<file path="config.mk">
export PLATFORM = sky130hd
export DESIGN_NAME = efuse_packet_map_decoder
export DESIGN_NICKNAME = d
export VERILOG_FILES = /design/src/rtl/core/efpmd_pkg.sv /design/src/rtl/core/efpmd_ctrl.sv /design/src/rtl/core/efpmd_parser.sv /design/src/rtl/core/efpmd_store.sv /design/src/rtl/core/efuse_packet_map_decoder.sv
export SDC_FILE = /design/constraint.sdc
export NUM_CORES = 2
export LEC_CHECK = 0
export BUFFER_PORTS_ARGS = -buffer_cell sky130_fd_sc_hd__buf_2
export CORE_MARGIN = 5
export CORE_UTILIZATION = 36
export CTS_CLUSTER_DIAMETER = 60
export DETAILED_ROUTE_END_ITERATION = 8
export PLACE_DENSITY_LB_ADDON = 0.05
export REMOVE_ABC_BUFFERS = 1
export SLEW_MARGIN = 20
export SYNTH_ARGS = -nofsm -noshare
export SYNTH_HDL_FRONTEND = slang
export SYNTH_SLANG_ARGS = --single-unit
export TNS_END_PERCENT = 5
</file>
<file path="constraint.sdc">
create_clock -name clk -period 5 [get_ports clk]
set_input_delay 0.25 -clock clk [delete_from_list [all_inputs] [get_ports clk]]
set_output_delay 0.25 -clock clk [all_outputs]
set_load 0.02 [all_outputs]
</file>
<file path="src/rtl/core/efpmd_pkg.sv">
package efpmd_pkg;

  localparam int SECTIONS_DEF      = 64;
  localparam int WORDS_PER_SECTION = 4;
  localparam int PHYS_BYTES_DEF    = 256;

  localparam int WIN_START_W = 9;
  localparam int WIN_LEN_W   = 10;
  localparam int READ_IDX_W  = 9;
  localparam int SLOT_W      = 2;
  localparam int SECTION_W   = 7;

  localparam logic [WIN_LEN_W-1:0] WIN_LEN_RESET = 10'd512;
  localparam logic [7:0]           HDR_END       = 8'hFF;
  localparam logic [4:0]           HDR_EXT_CODE  = 5'h0F;
  localparam logic [15:0]          WORD_ERASED   = 16'hFFFF;

  typedef enum logic [1:0] {
    OP_LOAD    = 2'd0,
    OP_READ    = 2'd1,
    OP_RESTART = 2'd2
  } op_t;

  typedef enum logic [2:0] {
    PH_HEADER = 3'd0,
    PH_EXT    = 3'd1,
    PH_LOW    = 3'd2,
    PH_HIGH   = 3'd3,
    PH_ENDED  = 3'd4
  } phase_t;

  typedef enum logic {
    ST_IDLE  = 1'b0,
    ST_FETCH = 1'b1
  } ctrl_state_t;

  typedef enum logic {
    REG_WIN_START = 1'b0,
    REG_WIN_LEN   = 1'b1
  } reg_idx_t;

  typedef struct packed {
    logic load;
    logic restart;
    logic rd_capture;
    logic fetch;
  } ctrl_cmd_t;

  typedef struct packed {
    logic       found;
    logic [1:0] slot;
  } seek_t;

  // First word slot at or after the given one whose enable bit is clear.
  function automatic seek_t seek_word(input logic [3:0] enables, input logic [2:0] from);
    seek_t res;
    res.found = 1'b0;
    res.slot  = '0;
    for (int i = WORDS_PER_SECTION - 1; i >= 0; i--) begin
      if (3'(i) >= from && !enables[i]) begin
        res.found = 1'b1;
        res.slot  = SLOT_W'(i);
      end
    end
    return res;
  endfunction

endpackage

</file>
<file path="src/rtl/core/efpmd_ctrl.sv">
module efpmd_ctrl (
  input  logic               clk,
  input  logic               rst_n,
  input  logic               in_tvalid,
  input  efpmd_pkg::op_t     in_op,
  output logic               in_tready,
  output logic               out_tvalid,
  input  logic               out_tready,
  output efpmd_pkg::ctrl_cmd_t cmd
);
  import efpmd_pkg::*;

  ctrl_state_t state_r, state_nxt;
  logic        out_valid_r, out_valid_nxt;
  logic        accept;

  always_ff @(posedge clk) begin
    if (!rst_n) begin
      state_r     <= ST_IDLE;
      out_valid_r <= 1'b0;
    end else begin
      state_r     <= state_nxt;
      out_valid_r <= out_valid_nxt;
    end
  end

  always_comb begin
    state_nxt = state_r;
    case (state_r)
      ST_IDLE: begin
        if (accept && in_op == OP_READ) state_nxt = ST_FETCH;
      end
      ST_FETCH: state_nxt = ST_IDLE;
      default:  state_nxt = ST_IDLE;
    endcase
  end

  always_comb begin
    in_tready      = 1'b0;
    cmd            = '0;
    out_valid_nxt  = out_valid_r && !out_tready;
    case (state_r)
      ST_IDLE: begin
        in_tready = !out_valid_r || out_tready;
      end
      ST_FETCH: begin
        cmd.fetch     = 1'b1;
        out_valid_nxt = 1'b1;
      end
      default: ;
    endcase
    accept         = in_tvalid && in_tready;
    cmd.load       = accept && in_op == OP_LOAD;
    cmd.restart    = accept && in_op == OP_RESTART;
    cmd.rd_capture = accept && in_op == OP_READ;
  end

  assign out_tvalid = out_valid_r;

endmodule

</file>
<file path="src/rtl/core/efpmd_parser.sv">
module efpmd_parser #(
  parameter int SECTIONS   = efpmd_pkg::SECTIONS_DEF,
  parameter int PHYS_BYTES = efpmd_pkg::PHYS_BYTES_DEF,
  parameter int IDX_W      = $clog2(SECTIONS * efpmd_pkg::WORDS_PER_SECTION)
) (
  input  logic                 clk,
  input  logic                 rst_n,
  input  efpmd_pkg::ctrl_cmd_t cmd,
  input  logic [7:0]           phys_byte,
  output logic                 wr_en,
  output logic [IDX_W-1:0]     wr_idx,
  output logic [15:0]          wr_data,
  output logic                 parse_ended
);
  import efpmd_pkg::*;

  localparam int CNT_W = $clog2(PHYS_BYTES + 1);

  phase_t               phase_r, phase_nxt;
  logic [SECTION_W-1:0] sec_r, sec_nxt;
  logic [3:0]           en_r, en_nxt;
  logic [SLOT_W-1:0]    slot_r, slot_nxt;
  logic [7:0]           low_r, low_nxt;
  logic [7:0]           hold_r, hold_nxt;
  logic [CNT_W-1:0]     cnt_r, cnt_nxt;

  always_ff @(posedge clk) begin
    if (!rst_n) begin
      phase_r <= PH_HEADER;
      sec_r   <= '0;
      en_r    <= '0;
      slot_r  <= '0;
      low_r   <= '0;
      hold_r  <= '0;
      cnt_r   <= '0;
    end else begin
      phase_r <= phase_nxt;
      sec_r   <= sec_nxt;
      en_r    <= en_nxt;
      slot_r  <= slot_nxt;
      low_r   <= low_nxt;
      hold_r  <= hold_nxt;
      cnt_r   <= cnt_nxt;
    end
  end

  always_comb begin
    logic                 start_go;
    logic [SECTION_W-1:0] start_sec;
    logic [3:0]           start_en;
    logic                 count_inc;
    seek_t                sk;
    phase_nxt = phase_r;
    sec_nxt   = sec_r;
    en_nxt    = en_r;
    slot_nxt  = slot_r;
    low_nxt   = low_r;
    hold_nxt  = hold_r;
    cnt_nxt   = cnt_r;
    start_go  = 1'b0;
    start_sec = '0;
    start_en  = '0;
    count_inc = 1'b0;
    sk        = '0;
    if (cmd.restart) begin
      phase_nxt = PH_HEADER;
      sec_nxt   = '0;
      en_nxt    = '0;
      slot_nxt  = '0;
      low_nxt   = '0;
      hold_nxt  = '0;
      cnt_nxt   = '0;
    end else if (cmd.load) begin
      case (phase_r)
        PH_HEADER: begin
          if (phys_byte == HDR_END) begin
            phase_nxt = PH_ENDED;
          end else begin
            count_inc = 1'b1;
            if (phys_byte[4:0] == HDR_EXT_CODE) begin
              hold_nxt  = phys_byte;
              phase_nxt = PH_EXT;
            end else begin
              start_go  = 1'b1;
              start_sec = {3'b000, phys_byte[7:4]};
              start_en  = phys_byte[3:0];
            end
          end
        end
        PH_EXT: begin
          count_inc = 1'b1;
          start_go  = 1'b1;
          start_sec = {phys_byte[7:4], hold_r[7:5]};
          start_en  = phys_byte[3:0];
        end
        PH_LOW: begin
          count_inc = 1'b1;
          low_nxt   = phys_byte;
          phase_nxt = PH_HIGH;
        end
        PH_HIGH: begin
          count_inc = 1'b1;
          sk = seek_word(en_r, {1'b0, slot_r} + 3'd1);
          if (sk.found) begin
            slot_nxt  = sk.slot;
            phase_nxt = PH_LOW;
          end else begin
            phase_nxt = PH_HEADER;
          end
        end
        default: ;
      endcase
      if (start_go) begin
        sec_nxt  = start_sec;
        en_nxt   = start_en;
        slot_nxt = '0;
        phase_nxt = PH_HEADER;
        if ({1'b0, start_sec} < 8'(SECTIONS)) begin
          sk = seek_word(start_en, 3'd0);
          if (sk.found) begin
            slot_nxt  = sk.slot;
            phase_nxt = PH_LOW;
          end
        end
      end
      if (count_inc) begin
        cnt_nxt = cnt_r + CNT_W'(1);
        if (cnt_nxt >= CNT_W'(PHYS_BYTES)) phase_nxt = PH_ENDED;
      end
    end
  end

  always_comb begin
    wr_en       = cmd.load && phase_r == PH_HIGH;
    wr_idx      = IDX_W'({sec_r, slot_r});
    wr_data     = {phys_byte, low_r};
    parse_ended = phase_r == PH_ENDED;
  end

endmodule

</file>
<file path="src/rtl/core/efpmd_store.sv">
module efpmd_store #(
  parameter int SECTIONS = efpmd_pkg::SECTIONS_DEF,
  parameter int IDX_W    = $clog2(SECTIONS * efpmd_pkg::WORDS_PER_SECTION)
) (
  input  logic                 clk,
  input  logic                 rst_n,
  input  efpmd_pkg::ctrl_cmd_t cmd,
  input  logic                 wr_en,
  input  logic [IDX_W-1:0]     wr_idx,
  input  logic [15:0]          wr_data,
  input  logic [IDX_W-1:0]     rd_idx,
  input  logic                 rd_hi,
  input  logic                 rd_oow,
  input  logic                 rd_ended,
  output logic [7:0]           out_data,
  output logic                 out_oow,
  output logic                 out_ended
);
  import efpmd_pkg::*;

  localparam int DEPTH = SECTIONS * WORDS_PER_SECTION;

  logic [15:0]      mem [DEPTH];
  logic [DEPTH-1:0] valid_r, valid_nxt;
  logic [IDX_W-1:0] rd_idx_r;
  logic             rd_hi_r, rd_oow_r, rd_ended_r;
  logic [15:0]      rd_word_r;
  logic             rd_valid_r;
  logic [15:0]      word;

  always_ff @(posedge clk) begin
    if (wr_en) mem[wr_idx] <= wr_data;
    if (cmd.fetch) rd_word_r <= mem[rd_idx_r];
  end

  always_comb begin
    valid_nxt = valid_r;
    if (cmd.restart) begin
      valid_nxt = '0;
    end else if (wr_en) begin
      valid_nxt[wr_idx] = 1'b1;
    end
  end

  always_ff @(posedge clk) begin
    if (!rst_n) begin
      valid_r <= '0;
    end else begin
      valid_r <= valid_nxt;
    end
  end

  always_ff @(posedge clk) begin
    if (cmd.rd_capture) begin
      rd_idx_r   <= rd_idx;
      rd_hi_r    <= rd_hi;
      rd_oow_r   <= rd_oow;
      rd_ended_r <= rd_ended;
    end
    if (cmd.fetch) rd_valid_r <= valid_r[rd_idx_r];
  end

  always_comb begin
    word      = rd_valid_r ? rd_word_r : WORD_ERASED;
    out_oow   = rd_oow_r;
    out_ended = rd_ended_r;
    if (rd_oow_r) begin
      out_data = '0;
    end else begin
      out_data = rd_hi_r ? word[15:8] : word[7:0];
    end
  end

endmodule

</file>
<file path="src/rtl/core/efuse_packet_map_decoder.sv">
// Efuse packet map decoder.
// The input stream carries one command word per handshake. in_tuser selects the
// operation: load one physical efuse byte into the packet parser, read one byte
// of the logical map, or restart, which clears the parser and the map to all ones.
// Loads and restarts produce no output word. A read produces one output word with
// the logical byte, an out-of-window flag and the parse-ended flag.
// The readable window is set through the APB port (window start at 0x0, window
// length at 0x4); write it only while the block is idle.
// Loads stream at one byte per cycle while no read is being fetched or held at the output.
// The word store is a RAM with a registered read; it is read in the cycle after the
// read is accepted, and the result is on the output from the cycle after that.
// The output holds its word until out_tready is seen; while it waits, in_tready
// stays low, and it rises again in the cycle the output word is taken.
// After reset, and after a restart, the parser expects a header and every map
// entry reads as 0xFF; each store entry has a valid bit cleared at once, so no
// clearing pass is needed. The window registers reset to start 0, length 512
// and are kept across a restart.
module efuse_packet_map_decoder #(
  parameter int SECTIONS   = efpmd_pkg::SECTIONS_DEF,
  parameter int PHYS_BYTES = efpmd_pkg::PHYS_BYTES_DEF
) (
  input  logic        clk,
  input  logic        rst_n,
  input  logic        in_tvalid,
  output logic        in_tready,
  input  logic [23:0] in_tdata,   // phys_byte[7:0], read_index[16:8], zero[23:17]
  input  logic [1:0]  in_tuser,   // operation[1:0]
  output logic        out_tvalid,
  input  logic        out_tready,
  output logic [7:0]  out_tdata,  // data[7:0]
  output logic [1:0]  out_tuser,  // out_of_window[0], parse_ended[1]
  input  logic        cfg_psel,
  input  logic        cfg_penable,
  input  logic        cfg_pwrite,
  input  logic [2:0]  cfg_paddr,
  input  logic [31:0] cfg_pwdata,
  output logic [31:0] cfg_prdata,
  output logic        cfg_pready
);
  import efpmd_pkg::*;

  localparam int IDX_W     = $clog2(SECTIONS * WORDS_PER_SECTION);
  localparam int MAP_BYTES = SECTIONS * WORDS_PER_SECTION * 2;
  localparam int SUM_W     = WIN_LEN_W + 1;

  logic [WIN_START_W-1:0] win_start_r, win_start_nxt;
  logic [WIN_LEN_W-1:0]   win_len_r, win_len_nxt;
  logic                   cfg_wr;
  reg_idx_t               cfg_reg;

  ctrl_cmd_t              cmd;
  logic                   wr_en;
  logic [IDX_W-1:0]       wr_idx;
  logic [15:0]            wr_data;
  logic                   parse_ended;
  logic [READ_IDX_W-1:0]  read_index;
  logic [WIN_LEN_W-1:0]   byte_addr;
  logic                   rd_oow;
  logic                   oow_flag;
  logic                   ended_flag;

  assign cfg_pready = 1'b1;
  assign cfg_wr     = cfg_psel && cfg_penable && cfg_pwrite && cfg_pready;
  assign cfg_reg    = reg_idx_t'(cfg_paddr[2]);

  always_comb begin
    win_start_nxt = win_start_r;
    win_len_nxt   = win_len_r;
    if (cfg_wr) begin
      case (cfg_reg)
        REG_WIN_START: win_start_nxt = cfg_pwdata[WIN_START_W-1:0];
        REG_WIN_LEN:   win_len_nxt   = cfg_pwdata[WIN_LEN_W-1:0];
        default: ;
      endcase
    end
  end

  always_ff @(posedge clk) begin
    if (!rst_n) begin
      win_start_r <= '0;
      win_len_r   <= WIN_LEN_RESET;
    end else begin
      win_start_r <= win_start_nxt;
      win_len_r   <= win_len_nxt;
    end
  end

  always_comb begin
    case (cfg_reg)
      REG_WIN_START: cfg_prdata = {{(32 - WIN_START_W){1'b0}}, win_start_r};
      REG_WIN_LEN:   cfg_prdata = {{(32 - WIN_LEN_W){1'b0}}, win_len_r};
      default:       cfg_prdata = '0;
    endcase
  end

  assign read_index = in_tdata[16:8];
  assign byte_addr  = {1'b0, win_start_r} + {1'b0, read_index};
  assign rd_oow     = ({1'b0, read_index} >= win_len_r) ||
                      ({1'b0, byte_addr} >= SUM_W'(MAP_BYTES));

  efpmd_ctrl u_ctrl (
    .clk        (clk),
    .rst_n      (rst_n),
    .in_tvalid  (in_tvalid),
    .in_op      (op_t'(in_tuser)),
    .in_tready  (in_tready),
    .out_tvalid (out_tvalid),
    .out_tready (out_tready),
    .cmd        (cmd)
  );

  efpmd_parser #(
    .SECTIONS   (SECTIONS),
    .PHYS_BYTES (PHYS_BYTES),
    .IDX_W      (IDX_W)
  ) u_parser (
    .clk         (clk),
    .rst_n       (rst_n),
    .cmd         (cmd),
    .phys_byte   (in_tdata[7:0]),
    .wr_en       (wr_en),
    .wr_idx      (wr_idx),
    .wr_data     (wr_data),
    .parse_ended (parse_ended)
  );

  efpmd_store #(
    .SECTIONS (SECTIONS),
    .IDX_W    (IDX_W)
  ) u_store (
    .clk       (clk),
    .rst_n     (rst_n),
    .cmd       (cmd),
    .wr_en     (wr_en),
    .wr_idx    (wr_idx),
    .wr_data   (wr_data),
    .rd_idx    (byte_addr[IDX_W:1]),
    .rd_hi     (byte_addr[0]),
    .rd_oow    (rd_oow),
    .rd_ended  (parse_ended),
    .out_data  (out_tdata),
    .out_oow   (oow_flag),
    .out_ended (ended_flag)
  );

  assign out_tuser = {ended_flag, oow_flag};

endmodule

</file>
==> key figures <==
Power and ir drop
  – Part of the total power dissipated in combinational logic: 0.026
  – Sequential group share of total power: 0.508
  – Lkg Pwr: 69.0 nW
  – Switching pwr: 16.4 mW
  – Clock network power share: 0.467
  – Worst-case vdd ir drop: 306 uV
  – Power Density: 398 nW/um^2
  – Int Power: 62.9 mW
  – Switching part of the total: 0.207

Detailed routing
  – ANT nets after route: 0
  – Routed vias: 85000
  – DRC violation total after the first TritonRoute iteration: 7303
  – Detailed Route WL: 499000 microns
  – Average via count per standard cell: 5.38
  – Post-route DRC violation count: 0
  – Per-cell routed wire length: 31.6 microns
  – Initial DRT Pass Iterations: 6

Worst setup path
  – Worst path slowest cell: sky130_fd_sc_hd__edfxtp_1
  – Startpoint Class: register
  – Data arrival time at the worst-slack endpoint: 5360 ps
  – Max FO, Critical Path: 39
  – Cells along the critical path: buf_8, buf_4, buf_12, buf_12, buf_4, mux2i_1, o22ai_1, nor3_1, a21oi_1, buf_4, nand4_1, nor3_1
  – Data required time of the worst path: 5750 ps
  – Path type of the worst setup path: reg -> reg
  – Cell with the most instances on the worst path: sky130_fd_sc_hd__buf_4
  – Endpoint kind of the worst setup timing path: register
  – Worst reg2reg path depth: 12
  – Delay contributed by the slowest stage of the critical path: 810 ps
  – R2r setup slk: 390 ps

Clock network
  – Post-CTS Repair Setup Buffers: 0
  – Max Root-Sink Buffers: 4
  – Worst-skew pair later-pin latency: 1030 ps
  – Clock tree from TritonCTS: yes
  – Clock root buffer: sky130_fd_sc_hd__clkbuf_16
  – Worst-path clk slew: 60 ps
  – Deepest level of the CTS H-tree: 6
  – Number of sinks driven by the clock tree: 4435
  – CTS buffer count: 530
  – PostCTS Resize Cnt: 0

Global routing
  – Total overflow reported by the global router: 0
  – Pin count of the biggest net entering global routing: 167
  – Antenna violations before repair: 25
  – First-pass GRT wire length: 699000 microns
  – GR Util All Layers: 0.203
  – Number of global-route vias before repair: 87900

Timing
  – Slew headroom: 0.0900
  – Worst setup skew after layout: 45.7 ps
  – Hold violation count in the final report: 0
  – Worst setup slack after layout: 390 ps
  – Transition at the pin with the smallest max-transition slack: 1330 ps
  – Final count of pins violating max slew: 0
  – Min Hold Slack: 137 ps
  – Achievable clock frequency: 0.217 GHz
  – Tcrit/Tclk final: 0.922
  – Min Tclk post-route: 4610 ps
  – Unrepaired setup endpoints after global routing: no
  – Total setup violations reported at the end of the flow: 0

Synth
  – Yosys reg bits: 4435
  – Cells taking the most area after synthesis: sky130_fd_sc_hd__edfxtp_1 (73%), sky130_fd_sc_hd__mux4_2 (11%), sky130_fd_sc_hd__dfxtp_1 (3.7%), sky130_fd_sc_hd__mux2i_1 (3.4%), sky130_fd_sc_hd__o21a_1 (1.1%)
  – Primary flip-flop cell chosen by synthesis mapping: sky130_fd_sc_hd__edfxtp_1
  – Syn. warnings: 0
  – Number of enable-type register cells in the synthesized netlist: 4124
  – Sequential fraction of the synthesis area: 0.768
  – Dominant cell type by area after synthesis: sky130_fd_sc_hd__edfxtp_1
  – Top-area cell type share of the netlist area: 0.732
  – Number of distinct library cell variants in the gate-level netlist after synthesis: 56
  – Async set or reset register ratio after synthesis: 0
  – Mapped Avg Cell Area: 20.3 sq um
  – Number of cells produced by synthesis: 8332
  – Netlist area before placement: 169000 sq um

Place
  – Setup slack after placement: 388 ps
  – Cell count after placement: 14800
  – HPWL after detailed placement: 304000 microns
  – Total of buffers placed on input and output ports: 58
  – Global placer's final weighted congestion: 0.796

Final layout
  – Layout area overhead: 17.6%
  – Share of layout cells above drive strength 1: 0.263
  – Layout Nets: 9262
  – Post-route insts no fill: 15800
  – Final design utilization: 0.426

Floorplan
  – Boundary pin count: 113
  – Placement row count: 251
  – Area enclosed by the die boundary: 484000 sq um
  – Die Height: 696 microns
  – Horizontal extent of the die: 696 microns
  – CORE AREA: 468000 sq um
  – Starting density of the core: 0.362

Hold path
  – Hold/Removal Path Class: in -> reg
  – Number of cells traversed by the worst hold path: 3

Flow run
  – Number of max-cap violations: 0

Outcome
  – Outcome: finished, final reports clean
-- synth_stat cells (68+ instances only) --
library cell,n
sky130_fd_sc_hd__edfxtp_1,4124
sky130_fd_sc_hd__mux4_2,816
sky130_fd_sc_hd__mux2i_1,583
sky130_fd_sc_hd__dfxtp_1,311
sky130_fd_sc_hd__nor2_1,309
sky130_fd_sc_hd__o22ai_1,307
sky130_fd_sc_hd__o21a_1,257
sky130_fd_sc_hd__clkbuf_1,227
sky130_fd_sc_hd__a22oi_1,207
sky130_fd_sc_hd__a21oi_1,165
sky130_fd_sc_hd__nor3_1,127
sky130_fd_sc_hd__buf_4,121
sky130_fd_sc_hd__a22o_1,119
sky130_fd_sc_hd__buf_2,106
sky130_fd_sc_hd__nand2_1,97
sky130_fd_sc_hd__nor4_1,68
-- cell families after synthesis --
family,share of synthesized area
DFF,0.768
muxes,0.144
AOI/OAI and AO/OA,0.0490
and+or+nand+nor,0.0195
buffers and inverters,0.0172
adders and majority gates,0.00152
xor gates and xnor gates,0.000776
other,0.0000444
-- path summary, 6_finish.rpt --
kind | endpoint | start
max | u_store.rd_word_r[2]$_DFFE_PP_ | u_store.rd_idx_r[0]$_DFFE_PP_
max reg2reg | u_store.rd_word_r[2]$_DFFE_PP_ | u_store.rd_idx_r[0]$_DFFE_PP_
min | u_store.rd_hi_r$_DFFE_PP_ | in_tdata[8]
min reg2reg | u_store.valid_r[50]$_SDFFE_PP0P_ | u_store.valid_r[50]$_SDFFE_PP0P_
-- state kept, by name (all words and copies together) (netlist names), 8 cells and up --
name               count
u_store.rd_idx_r       8
u_parser.low_r         8
u_parser.cnt_r         9
u_store.valid_r      256
win_len_r             10
u_store.rd_word_r     16
win_start_r            9
u_store.mem         4096
-- timing repair --
item	CTS	global route
hold buffers	70	0
setup endpoints to repair	0	0
endpoints found under the hold margin	933	0
-- power by group through the flow --
stage                     combinational [mW]  sequential, mW  clock [mW]
after detailed placement                2.03            41.1           0
after floorplan                         2.20            41.3           0
after global routing                    2.14            40.3        39.6
after global placement                  2.00            41.1           0
after CTS                               2.07            40.3        38.1
final                                   2.02            40.3        37.0
-- area by class of cell --
type / instances / area [sq um]
Tap cell: 6198 / 7750
Fill cell: 40900 / 269000
Timing Repair Buffer: 816 / 7430
Inverter: 25 / 93.8
Sequential cell: 4435 / 130000
Clock inverter: 218 / 1960
Clock buffer: 738 / 14800
Multi-Input combinational cell: 3366 / 37000
Antenna cell: 17 / 42.5
-- per-layer routing --
layer / share of wire / up-vias / track usage
met1: 0.45 / 45900 / 0.285
met2: 0.48 / 2096 / 0.335
li1: - / 36400 / -
met4: 0.027 / 0 / 0.0521
met3: 0.044 / 601 / 0.0267
met5: 0 / - / 0
-- per-stage QoR --
| stage | total power, mW | cell area [sq um] | setup TNS [ps] |
|---|---|---|---|
| floorplan | 43.5 | 167000 | -2192510 |
| global placement | 43.1 | 181000 | -122 |
| detailed placement | 43.1 | 182000 | 0 |
| CTS | 80.4 | 199000 | 0 |
| global route | 82.0 | 199000 | 0 |
| finish | 79.3 | 199000 | 0 |
-- critical path, delay by kind of cell (launching register included) --
family                 cells  cell delay, ps
AO/OA/AOI/OAI              2             610
multiplexers               1             220
AND/OR/NAND/NOR            3            1130
buffers and inverters      6            1440
flip-flops                 1             810
-- layout by cell type, fill, tap and decap left out, types with 18 or more instances in the layout --
cell type	Yosys	final
sky130_fd_sc_hd__nor2b_1	32	28
sky130_fd_sc_hd__nor3_1	127	126
sky130_fd_sc_hd__inv_1	25	25
sky130_fd_sc_hd__ha_1	19	19
sky130_fd_sc_hd__a22o_1	119	119
sky130_fd_sc_hd__mux4_2	816	816
sky130_fd_sc_hd__a21oi_1	165	165
sky130_fd_sc_hd__dlygate4sd3_1	0	70
sky130_fd_sc_hd__clkbuf_16	0	551
sky130_fd_sc_hd__buf_4	121	592
sky130_fd_sc_hd__a22oi_1	207	207
sky130_fd_sc_hd__buf_12	0	88
sky130_fd_sc_hd__bufinv_16	0	26
sky130_fd_sc_hd__nand2_1	97	87
sky130_fd_sc_hd__a21boi_0	18	18
sky130_fd_sc_hd__buf_2	106	50
sky130_fd_sc_hd__nor4_1	68	65
sky130_fd_sc_hd__edfxtp_1	4124	4124
sky130_fd_sc_hd__inv_6	0	22
sky130_fd_sc_hd__nor2_1	309	133
sky130_fd_sc_hd__a221oi_1	51	51
sky130_fd_sc_hd__clkinv_1	0	74
sky130_fd_sc_hd__clkbuf_8	0	30
sky130_fd_sc_hd__o22ai_1	307	307
sky130_fd_sc_hd__clkinv_2	0	62
sky130_fd_sc_hd__o21a_1	257	257
sky130_fd_sc_hd__nor2_2	0	175
sky130_fd_sc_hd__clkbuf_1	227	157
sky130_fd_sc_hd__conb_1	2	23
sky130_fd_sc_hd__nand4_1	29	29
sky130_fd_sc_hd__dfxtp_1	311	302
sky130_fd_sc_hd__mux2i_1	583	581
(Power assumes the default switching activity.)
